<file path="config.mk">
export PLATFORM = sky130hd
export DESIGN_NAME = local_endpoint_table_match
export DESIGN_NICKNAME = d
export VERILOG_FILES = /design/src/hdl/letm_pkg.sv /design/src/hdl/letm_store.sv /design/src/hdl/local_endpoint_table_match.sv
export VERILOG_INCLUDE_DIRS = /design/src /design/src/hdl
export SDC_FILE = /design/constraint.sdc
export NUM_CORES = 2
export LEC_CHECK = 0
export CELL_PAD_IN_SITES_DETAIL_PLACEMENT = 1
export CELL_PAD_IN_SITES_GLOBAL_PLACEMENT = 1
export CORE_MARGIN = 1.5
export CORE_UTILIZATION = 56
export CTS_BUF_LIST = sky130_fd_sc_hd__clkbuf_16
export DETAILED_ROUTE_END_ITERATION = 10
export DONT_BUFFER_PORTS = 1
export MAX_ROUTING_LAYER = met4
export PLACE_DENSITY = 0.8
export SLEW_MARGIN = 20
export SYNTH_ARGS = -nofsm -noshare
export SYNTH_HDL_FRONTEND = slang
export SYNTH_HIERARCHICAL = 1
export SYNTH_SLANG_ARGS = --single-unit
export TNS_END_PERCENT = 100
</file>
<file path="constraint.sdc">
create_clock -name clk -period 12.9 [get_ports clk]
set_input_delay 1.29 -clock clk [delete_from_list [all_inputs] [get_ports clk]]
set_output_delay 1.29 -clock clk [all_outputs]
set_load 0.1 [all_outputs]
</file>
<file path="src/hdl/assert_macros.svh">
// assertion macros used by local_endpoint_table_match
`ifndef ASSERT_MACROS_SVH
`define ASSERT_MACROS_SVH

// clocked assertion, checked only while out of reset
`define LETM_ASSERT(label, clk, rst_n, prop, msg) \
  label: assert property (@(posedge clk) disable iff (!rst_n) prop) else $error(msg);

// clocked assertion that also holds during reset
`define LETM_ASSERT_ALWAYS(label, clk, prop, msg) \
  label: assert property (@(posedge clk) prop) else $error(msg);

`endif

</file>
<file path="src/hdl/letm_pkg.sv">
// shared types and constants of the local endpoint table match block
`default_nettype none

package letm_pkg;

  // default number of table slots
  localparam int TABLE_DEPTH_DEF = 16;

  // request kinds carried in the func field
  localparam logic FUNC_WRITE = 1'b0;
  localparam logic FUNC_QUERY = 1'b1;

  // ipv4-mapped marker in bytes 10 and 11
  localparam logic [15:0] MAPPED_TAG = 16'hffff;
  // first byte of the ipv4 loopback net
  localparam logic [7:0] V4_LOOP_NET = 8'd127;

  // one stored table slot
  typedef struct packed {
    logic        v4;
    logic [63:0] hi;
    logic [63:0] lo;
  } letm_entry_t;

endpackage

`default_nettype wire

</file>
<file path="src/hdl/letm_store.sv">
// address table memory: one write port, one registered read port
`default_nettype none

module letm_store
  import letm_pkg::*;
#(
  parameter int DEPTH = TABLE_DEPTH_DEF,
  parameter int IDX_W = (DEPTH > 1) ? $clog2(DEPTH) : 1
) (
  input  wire logic             clk,
  input  wire logic             wr_en,
  input  wire logic [IDX_W-1:0] wr_addr,
  input  wire letm_entry_t      wr_entry,
  input  wire logic             rd_en,
  input  wire logic [IDX_W-1:0] rd_addr,
  output letm_entry_t           rd_entry
);

  letm_entry_t mem [DEPTH];
  letm_entry_t rd_entry_r;

  // write port
  always_ff @(posedge clk) begin
    if (wr_en) begin
      mem[wr_addr] <= wr_entry;
    end
  end

  // read port, registered
  always_ff @(posedge clk) begin
    if (rd_en) begin
      rd_entry_r <= mem[rd_addr];
    end
  end

  assign rd_entry = rd_entry_r;

endmodule

`default_nettype wire

</file>
<file path="src/hdl/local_endpoint_table_match.sv">
// Writes, loopback queries and empty searches pass from ST_IDLE through ST_DONE into the output
// register. Other queries first read one slot per cycle over the single read port, up to
// n = min(local_count, TABLE_DEPTH) slots, stopping early on a hit. The next request is taken
// back in ST_IDLE. One request in work; a held result stalls it.
// Reset (synchronous, rst_n low) clears local_count and all control state; table contents
// stay undefined until written, no clearing pass.
`default_nettype none

module local_endpoint_table_match
  import letm_pkg::*;
#(
  parameter int TABLE_DEPTH = TABLE_DEPTH_DEF
) (
  input  wire logic         clk,
  input  wire logic         rst_n,
  // request channel
  input  wire logic         in_tvalid,
  output logic              in_tready,
  // entry_index[3:0], addr_high[67:4], addr_low[131:68], zero pad
  input  wire logic [135:0] in_tdata,
  // func[0], entry_is_v4[1]
  input  wire logic [1:0]   in_tuser,
  // result channel
  output logic              out_tvalid,
  input  wire logic         out_tready,
  // is_local[0], was_loopback[1], was_mapped_v4[2], zero pad
  output logic [7:0]        out_tdata,
  // local_count register
  input  wire logic         cfg_valid,
  output logic              cfg_ready,
  input  wire logic [4:0]   cfg_data
);

  `include "assert_macros.svh"

  localparam int IDX_W = (TABLE_DEPTH > 1) ? $clog2(TABLE_DEPTH) : 1;
  localparam int CNT_W = $clog2(TABLE_DEPTH + 1);
  localparam int CMP_W = (CNT_W > 5) ? CNT_W : 5;

  typedef enum logic [2:0] {
    ST_IDLE = 3'b001,
    ST_SCAN = 3'b010,
    ST_DONE = 3'b100
  } state_t;

  state_t             state_r, state_nxt;
  logic [4:0]         local_count_r;
  logic [CNT_W-1:0]   rd_cnt_r, rd_cnt_nxt;
  logic [CNT_W-1:0]   limit_r, limit_nxt;
  logic               rd_vld_r;
  logic [63:0]        q_hi_r, q_lo_r;
  logic               mapped_r, loop_r, hit_r;
  logic               mapped_nxt, loop_nxt, hit_nxt;
  logic               out_tvalid_r;
  logic [2:0]         out_flags_r;

  // request fields
  logic               func;
  logic [3:0]         entry_index;
  logic [63:0]        addr_high, addr_low;
  logic               entry_is_v4;
  logic               in_accept;

  // table ports
  logic               wr_en, rd_en, slot_ok, match, finish;
  logic [IDX_W-1:0]   wr_addr, rd_addr;
  letm_entry_t        wr_entry, rd_entry;
  logic [CMP_W-1:0]   count_ext;

  assign func        = in_tuser[0];
  assign entry_is_v4 = in_tuser[1];
  assign entry_index = in_tdata[3:0];
  assign addr_high   = in_tdata[67:4];
  assign addr_low    = in_tdata[131:68];

  assign in_tready = (state_r == ST_IDLE);
  assign in_accept = in_tvalid && in_tready;
  assign cfg_ready = 1'b1;

  // configuration register
  always_ff @(posedge clk) begin
    if (!rst_n) begin
      local_count_r <= 5'd0;
    end else if (cfg_valid && cfg_ready) begin
      local_count_r <= cfg_data;
    end
  end

  // table write, slots beyond the table are dropped
  assign slot_ok = CMP_W'(entry_index) < CMP_W'(TABLE_DEPTH);
  assign wr_en   = in_accept && (func == FUNC_WRITE) && slot_ok;
  assign wr_addr = IDX_W'(entry_index);
  always_comb begin
    wr_entry.v4 = entry_is_v4;
    wr_entry.hi = entry_is_v4 ? 64'd0 : addr_high;
    wr_entry.lo = entry_is_v4 ? {32'd0, addr_low[31:0]} : addr_low;
  end

  // query decode at acceptance
  always_comb begin
    mapped_nxt = (addr_high == 64'd0) && (addr_low[63:32] == {16'd0, MAPPED_TAG});
    if (mapped_nxt) begin
      loop_nxt = (addr_low[31:24] == V4_LOOP_NET);
    end else begin
      loop_nxt = (addr_high == 64'd0) && (addr_low == 64'd1);
    end
    count_ext = CMP_W'(local_count_r);
    if (count_ext > CMP_W'(TABLE_DEPTH)) begin
      limit_nxt = CNT_W'(TABLE_DEPTH);
    end else begin
      limit_nxt = CNT_W'(local_count_r);
    end
  end

  // compare of the slot read in the previous cycle
  always_comb begin
    if (mapped_r) begin
      match = rd_vld_r && rd_entry.v4 && (rd_entry.lo[31:0] == q_lo_r[31:0]);
    end else begin
      match = rd_vld_r && !rd_entry.v4 && (rd_entry.hi == q_hi_r)
              && (rd_entry.lo == q_lo_r);
    end
  end

  // scan read issue
  assign rd_en   = (state_r == ST_SCAN) && (rd_cnt_r < limit_r) && !match;
  assign rd_addr = rd_cnt_r[IDX_W-1:0];
  assign finish  = match || (rd_cnt_r == limit_r);

  letm_store #(
    .DEPTH (TABLE_DEPTH),
    .IDX_W (IDX_W)
  ) u_store (
    .clk      (clk),
    .wr_en    (wr_en),
    .wr_addr  (wr_addr),
    .wr_entry (wr_entry),
    .rd_en    (rd_en),
    .rd_addr  (rd_addr),
    .rd_entry (rd_entry)
  );

  // sequencer
  always_comb begin
    state_nxt  = state_r;
    rd_cnt_nxt = rd_cnt_r;
    hit_nxt    = hit_r;
    case (state_r)
      ST_IDLE: begin
        if (in_accept) begin
          rd_cnt_nxt = '0;
          hit_nxt    = 1'b0;
          if ((func == FUNC_QUERY) && !loop_nxt && (limit_nxt != '0)) begin
            state_nxt = ST_SCAN;
          end else begin
            state_nxt = ST_DONE;
          end
        end
      end
      ST_SCAN: begin
        if (rd_en) begin
          rd_cnt_nxt = rd_cnt_r + 1'b1;
        end
        if (finish) begin
          hit_nxt   = match;
          state_nxt = ST_DONE;
        end
      end
      ST_DONE: begin
        if (!out_tvalid_r || out_tready) begin
          state_nxt = ST_IDLE;
        end
      end
      default: begin
        state_nxt = ST_IDLE;
      end
    endcase
  end

  // control registers
  always_ff @(posedge clk) begin
    if (!rst_n) begin
      state_r  <= ST_IDLE;
      rd_vld_r <= 1'b0;
    end else begin
      state_r  <= state_nxt;
      rd_vld_r <= rd_en;
    end
  end

  // query context
  always_ff @(posedge clk) begin
    rd_cnt_r <= rd_cnt_nxt;
    hit_r    <= hit_nxt;
    if (in_accept) begin
      q_hi_r   <= addr_high;
      q_lo_r   <= addr_low;
      limit_r  <= limit_nxt;
      mapped_r <= (func == FUNC_QUERY) && mapped_nxt;
      loop_r   <= (func == FUNC_QUERY) && loop_nxt;
    end
  end

  // output register
  always_ff @(posedge clk) begin
    if (!rst_n) begin
      out_tvalid_r <= 1'b0;
    end else if ((state_r == ST_DONE) && (!out_tvalid_r || out_tready)) begin
      out_tvalid_r <= 1'b1;
    end else if (out_tready) begin
      out_tvalid_r <= 1'b0;
    end
  end

  always_ff @(posedge clk) begin
    if ((state_r == ST_DONE) && (!out_tvalid_r || out_tready)) begin
      out_flags_r <= {mapped_r, loop_r, loop_r || hit_r};
    end
  end

  assign out_tvalid = out_tvalid_r;
  assign out_tdata  = {5'd0, out_flags_r};

  // checks
  `LETM_ASSERT(a_write_zero_result, clk, rst_n, (in_accept && (func == FUNC_WRITE)) |=> (state_r == ST_DONE) && !loop_r && !mapped_r && !hit_r, "write request must give an all-zero result")
  `LETM_ASSERT(a_loop_skips_table, clk, rst_n, (state_r == ST_DONE) && loop_r |-> !hit_r, "loopback query must not consult the table")
  `LETM_ASSERT(a_miss_reads_all, clk, rst_n, (state_r == ST_SCAN) && (state_nxt == ST_DONE) && !match |-> (rd_cnt_r == limit_r) && rd_vld_r, "search ended before all slots were compared")
  `LETM_ASSERT(a_scan_in_bounds, clk, rst_n, rd_en |-> (limit_r <= CNT_W'(TABLE_DEPTH)), "scan limit exceeds table depth")
  `LETM_ASSERT_ALWAYS(a_reset_idle, clk, !rst_n |=> (state_r == ST_IDLE) && !out_tvalid_r, "reset must leave the block idle")

endmodule

`default_nettype wire

</file>
; Word level (Yosys, flattened, before mapping)
; Memories as Yosys holds them, arrays and structs flattened. A register that Yosys moved wholly into a read port is not among the register bits.
; Cells that the tools add are included.
[totals]
memories = 1
inputBits = 148
out_inout_bits = 11
register_bits = 154
ramBits = 2064
[classes]
n_eq_ne = 14
addsub = 1
reduce_logical = 30
bitwise = 1
n_mux = 20
order_cmp = 2
[mem_list]
columns = memory, words, word_bits, read_ports, rd_ports_with_merged_regs, write_ports, line_no
row1 = u_store.mem, 16, 129, 1, 1, 1, letm_store.sv:19  ; letm_entry_t mem [DEPTH];
[ops]
columns = cell, count
row1 = == test 64 bit, 2
row2 = 2-to-1 mux 64 bit, 2
row3 = "== test 64 x 1 -> 1 bit, second input constant", 1
row4 = zero test 64 bit, 1
row5 = "== test 32 x 16 -> 1 bit, second input constant", 1
row6 = == test 32 bit, 1
row7 = logical AND 1 bit, 16
row8 = 2-to-1 mux 5 bit, 3
row9 = 2-to-1 mux 3 bit, 4
row10 = one-hot mux 5 bit (2 select lines), 1
row11 = one-hot mux 3 bit (3 select lines), 1
row12 = AND reduction 3 bit, 3
row13 = "== test 8 x 7 -> 1 bit, second input constant", 1
row14 = 2-to-1 mux 1 bit, 8
row15 = "inequality test 2 bit, second input constant", 3
row16 = "adder 5 x 1 -> 5 bit, second input constant", 1
row17 = == test 5 bit, 1
row18 = "greater-than comparator 5 bit, second input constant", 1
row19 = less-than comparator 5 bit, 1
row20 = nonzero test 5 bit, 1
row21 = zero test 1 bit, 4
row22 = nonzero test 2 bit, 2
row23 = "== test 3 x 1 -> 1 bit, second input constant", 1
row24 = "== test 3 x 2 -> 1 bit, second input constant", 1
row25 = other kinds (5), 7

; Depth between registers and ports, before layout
[logic_depth]
word_depth = 9
depth_mapped = 8

; Cells and area by module
; Netlist, hierarchy kept.
[by_module_without_submodules]
columns = mod, area_each_um2, instances, cells_each, seq_area_each_um2
row1 = letm_store, 81608.3, 1, 3370, 65853.2
row2 = local_endpoint_table_match, 7711.1, 1, 631, 4524.3

; Least setup slack after synthesis
; No wires, ideal clock.
[synth_path]
path_kind = reg2reg
from = reg state_r[2]
to = mem u_store/mem[0][0] in the netlist's numbering, enable pin
path_slack_ns = 0.587
period_less_slack_ns = 12.313
required_ns = 12.123
stages_incl_launch_ff = 7
setup_time_ns = 0.777
arrival_ns = 11.536
cell_sequence = dfxtp_1 -> nand2b_1 -> nor2_1 -> nand2_1 -> nor2_1 -> or3b_2 -> nor3_1
[synth_via]
elab_chain_len = 5
[synth_rtl]
columns = item, line_no
row1 = from (decl), local_endpoint_table_match.sv:46  ; state_t state_r, state_nxt;
row2 = from (signal assigned), local_endpoint_table_match.sv:186  ; state_r <= state_nxt;
row3 = == test 3 x 1 -> 1 bit, local_endpoint_table_match.sv:76  ; assign in_tready = (state_r == ST_IDLE);
row4 = net in_tready, local_endpoint_table_match.sv:18  ; output logic in_tready,
row5 = logical AND 1 bit, local_endpoint_table_match.sv:77  ; assign in_accept = in_tvalid && in_tready;
row6 = logical AND 1 bit, local_endpoint_table_match.sv:91  ; assign wr_en = in_accept && (func == FUNC_WRITE) && slot_ok;
row7 = net wr_en, local_endpoint_table_match.sv:65  ; logic wr_en, rd_en, slot_ok, match, finish;
row8 = 2-to-1 mux 1 bit, letm_store.sv:24  ; if (wr_en) begin
row9 = 2-to-1 mux 1 bit (not written as such), letm_store.sv:25  ; mem[wr_addr] <= wr_entry;
row10 = to (decl), letm_store.sv:19
; The timed path passes the listed nets, and every way through them passes these cells.

; Final worst setup path
[layout_path]
from = reg state_r[2]
to = mem u_store/mem[9][82] in the netlist's numbering, enable pin
[layout_via]
elab_chain_len = 5
[layout_rtl]
columns = item, line_no
row1 = == test 3 x 1 -> 1 bit, local_endpoint_table_match.sv:76
row2 = logical AND 1 bit, local_endpoint_table_match.sv:77
row3 = logical AND 1 bit, local_endpoint_table_match.sv:91
row4 = net wr_en, local_endpoint_table_match.sv:65
row5 = 2-to-1 mux 1 bit, letm_store.sv:24
row6 = 2-to-1 mux 1 bit (not written as such), letm_store.sv:25
; The timed path passes the listed nets, and every way through them passes these cells.

==> metrics.txt <==
outcome finished, final reports clean; die height 402 µm; Synth Area in XOR/XNOR 0.00892; Comb power frac 0.078; initial antenna violation count 27; simple logic cell fraction of the synthesized area 0.0271; mux contribution to synthesized area 0.132; core area 158000 µm²; sw power around 3.7 mW; Die Span X 402 µm; largest family of logic cells by synthesized area multiplexers; CP dominant cell by count buf_4; R2R cell count 9; kind of critical path reg2reg; MaxCap Viol Count 0; Post-Syn Area per Cell around 22 µm²; post-cts sizing count 0; Tightest Pin Transition 1.25 ns; Total GRT Usage 0.321; maximum vdd drop 0.143 mV; Routed Antenna Nets 0; full die area around 160000 µm²; max incr delay on CP 0.89 ns; Final Critical Period 5.23 ns; Worst path top cell family by delay buffers and inverters; final hold viol count 0; startpoint type of the worst setup path register; Synth async-reset ratio 0; Switching Share 0.228; IO Port Bufs 0; Peak Freq 191 MHz; Worst R2R End u_store/mem[9][82]$_DFFE_PP_; power share of the sequential group 0.528; CTS sink cnt ~2300; final WL 248 mm; EDFF count, synth 2337; Synth Area in Compound Gates 0.0293; largest net degree at the start of global routing 130; initial core utilization 0.564; clk_lat worst skew a little under 0.9 ns; CTS clk-pin slew, worst paths 0.06 ns; LEAKAGE 31.1 nW; FF-to-FF Start state_r[2]$_SDFFE_PN0P_; min-delay src loop_r$_DFFE_PP_; CP cell instances nand2b_1 > nor2_2 > nand2_1 > nor2_1 > nand3b_1 > nor2_4 > buf_4 > buf_4 > buf_4; Area growth, synth to finish 10.8%; Main synth FF type edfxtp_1; fin crit share 0.406; Yosys cell types 61; CP Max Fanout 42; Worst EP arrival 5.70 ns; PwrDens 164 nW/µm²; WHS Path Cells 0; Yosys warnings 6; #FFs+latches synth 2347; Core Rows 146; Worst Hold Path EP out_flags_r[1]$_DFFE_PP_; vias 44400; global-route wire length before repair 352 mm; Root Buffer Master clkbuf_16; Worst setup EP type register; Placed Area 91800 µm²; Synth Area in Adders 0.000840; Net count, final roughly 4300; Cells after Synth 4001; post-route cell area 99000 µm²; CP Data Required Time 13.36 ns; placer congestion estimate 0.801; proportion of synthesized chip area in sequential cells 0.788; Pre-antenna DRT Iters 8; final slew viol count 0; Clk pwr share 0.394; IO Pins 159; WP buf/inv 3; layout cells sized above 1 0.236; Cell Area, Synth 89300 µm²; Worst Hold Class reg2reg; global route overflow 0; Hold Buf Count CTS 0; Setup Skew 0.0649 ns; slowest cell on the critical path buf_4; Vias/cell between 6 and 7; Setup Fix Bufs, Post-CTS 0; DR iter-0 viols 6376; number of CTS-inserted buffers 221; number of global-route vias before repair 46800; H-Tree Depth 4; RSZ-0062 raised after global routing no; drt drc 0; TNS Setup 0 ns; Max-slew headroom 0.165; Internal 12.6 mW; Clock Tree Buf Depth 3; DR WL/cell 38.6 µm; Worst R2R Setup Slack approximately 7.7 ns; CTS tree built; DPL Wire Length 130 mm; final core utilization 0.625; endpoints failing setup 0
==> layout make-up <==
class	count	area, µm²
clock buffers	223	5580
multi-input cells	1426	17900
well taps	2072	2590
inverters	36	143
flip-flops and latches	2347	70400
diodes	44	110
fillers	12600	59400
repair buffers	90	791
clock inverters	182	1490
==> metal layers <==
| metal | wire length (µm) | up-vias | global-route usage |
|---|---|---|---|
| met5 | 0 | - | - |
| met4 | 9130 | 0 | 0.127 |
| met3 | 27700 | 515 | 0.0755 |
| met2 | 122000 | 3229 | 0.498 |
| met1 | 89300 | 23500 | 0.416 |
| li1 | - | 17100 | - |
==> Yosys cell counts (all sizes together), types with 3 or more instances <==
cell | count | area share
a2111oi | 4 | 0.00041
mux4 | 487 | 0.12
ha | 6 | 0.00084
nand2b | 31 | 0.0022
inv | 36 | 0.0015
o21a | 3 | 0.00027
nand2 | 112 | 0.0047
nor4 | 50 | 0.0037
mux2 | 53 | 0.0067
a221oi | 11 | 0.0012
mux2i | 26 | 0.0029
o221ai | 18 | 0.0018
a2111o | 6 | 0.00076
edfxtp | 2337 | 0.79
o21ai | 18 | 0.0011
buf | 138 | 0.0095
nor2 | 32 | 0.0013
a22oi | 225 | 0.021
clkbuf | 58 | 0.0024
o22a | 5 | 0.00049
xor2 | 53 | 0.0052
nand4 | 25 | 0.0018
and2 | 4 | 0.00028
a21oi | 3 | 0.00017
xnor2 | 38 | 0.0037
nor3 | 12 | 0.00067
and2b | 4 | 0.00036
nor2b | 147 | 0.010
o22ai | 13 | 0.00091
o2111ai | 4 | 0.00039
dfxtp | 10 | 0.0022
nand3 | 8 | 0.00045
==> sequential cells by signal, summed over array words and instances, names as in the netlist <==
register	flops
rd_cnt_r	5
q_hi_r	64
hit_r	1
rd_vld_r	1
q_lo_r	64
limit_r	5
out_tvalid	1
u_store/rd_entry	129
count_ext	5
loop_r	1
u_store/mem	2064
state_r	3
mapped_r	1
out_flags_r	3
==> metrics by stage <==
| stage | hold WS [ns] | instances | setup WS, ns | total power [mW] |
|---|---|---|---|---|
| global route | 0.467 | 6416 | 7.57 | 16.6 |
| CTS | 0.453 | 6374 | 7.70 | 16.3 |
| finish | 0.453 | 6420 | 7.67 | 16.3 |
| global placement | 0.432 | 5969 | 7.20 | 9.94 |
| floorplan | 0.417 | 4005 | 0.587 | 9.64 |
| detailed placement | 0.439 | 5969 | 7.12 | 10.0 |
==> how the worst max path moves through the flow <==
stage / cells past startpoint / to / startpoint
finish: 9 / u_store/mem[9][82]$_DFFE_PP_ / state_r[2]$_SDFFE_PN0P_
global placement: 7 / u_store/mem[9][89]$_DFFE_PP_ / in_tvalid
detailed placement: 7 / u_store/mem[9][95]$_DFFE_PP_ / in_tvalid
CTS: 9 / u_store/mem[9][82]$_DFFE_PP_ / state_r[2]$_SDFFE_PN0P_
global route: 9 / u_store/mem[9][72]$_DFFE_PP_ / state_r[2]$_SDFFE_PN0P_
floorplan: 6 / u_store/mem[0][0]$_DFFE_PP_ / state_r[2]$_SDFFE_PN0P_
==> logic make-up after synthesis <==
logic type	Yosys count
AND/OR/NAND/NOR	440
AO/OA/AOI/OAI	317
adder cells (fa/ha/maj)	6
XOR/XNOR	91
buffers and inverters	232
multiplexers	566
flip-flops	2347
other	2
==> power groups by stage <==
stage,sequential [mW],clock (mW),combinational (mW)
after CTS,8.60,6.46,1.26
final,8.60,6.41,1.27
after detailed placement,8.76,0,1.24
after global routing,8.60,6.68,1.34
after floorplan,8.75,0,0.892
after global placement,8.74,0,1.20
==> layout by cell type, fill, tap and decap left out, drive strengths merged, types with 20 or more instances in the layout <==
| cell type | n |
|---|---|
| nor4 | 50 |
| nand4 | 25 |
| inv | 95 |
| clkinv | 97 |
| xor2 | 53 |
| nand2b | 31 |
| buf | 90 |
| edfxtp | 2337 |
| nor2 | 32 |
| nor2b | 147 |
| xnor2 | 38 |
| clkbuf | 223 |
| bufinv | 20 |
| mux4 | 487 |
| a22oi | 225 |
| mux2i | 26 |
| mux2 | 53 |
| diode | 44 |
| nand2 | 112 |
No activity file was read; power rests on OpenSTA's default activity.
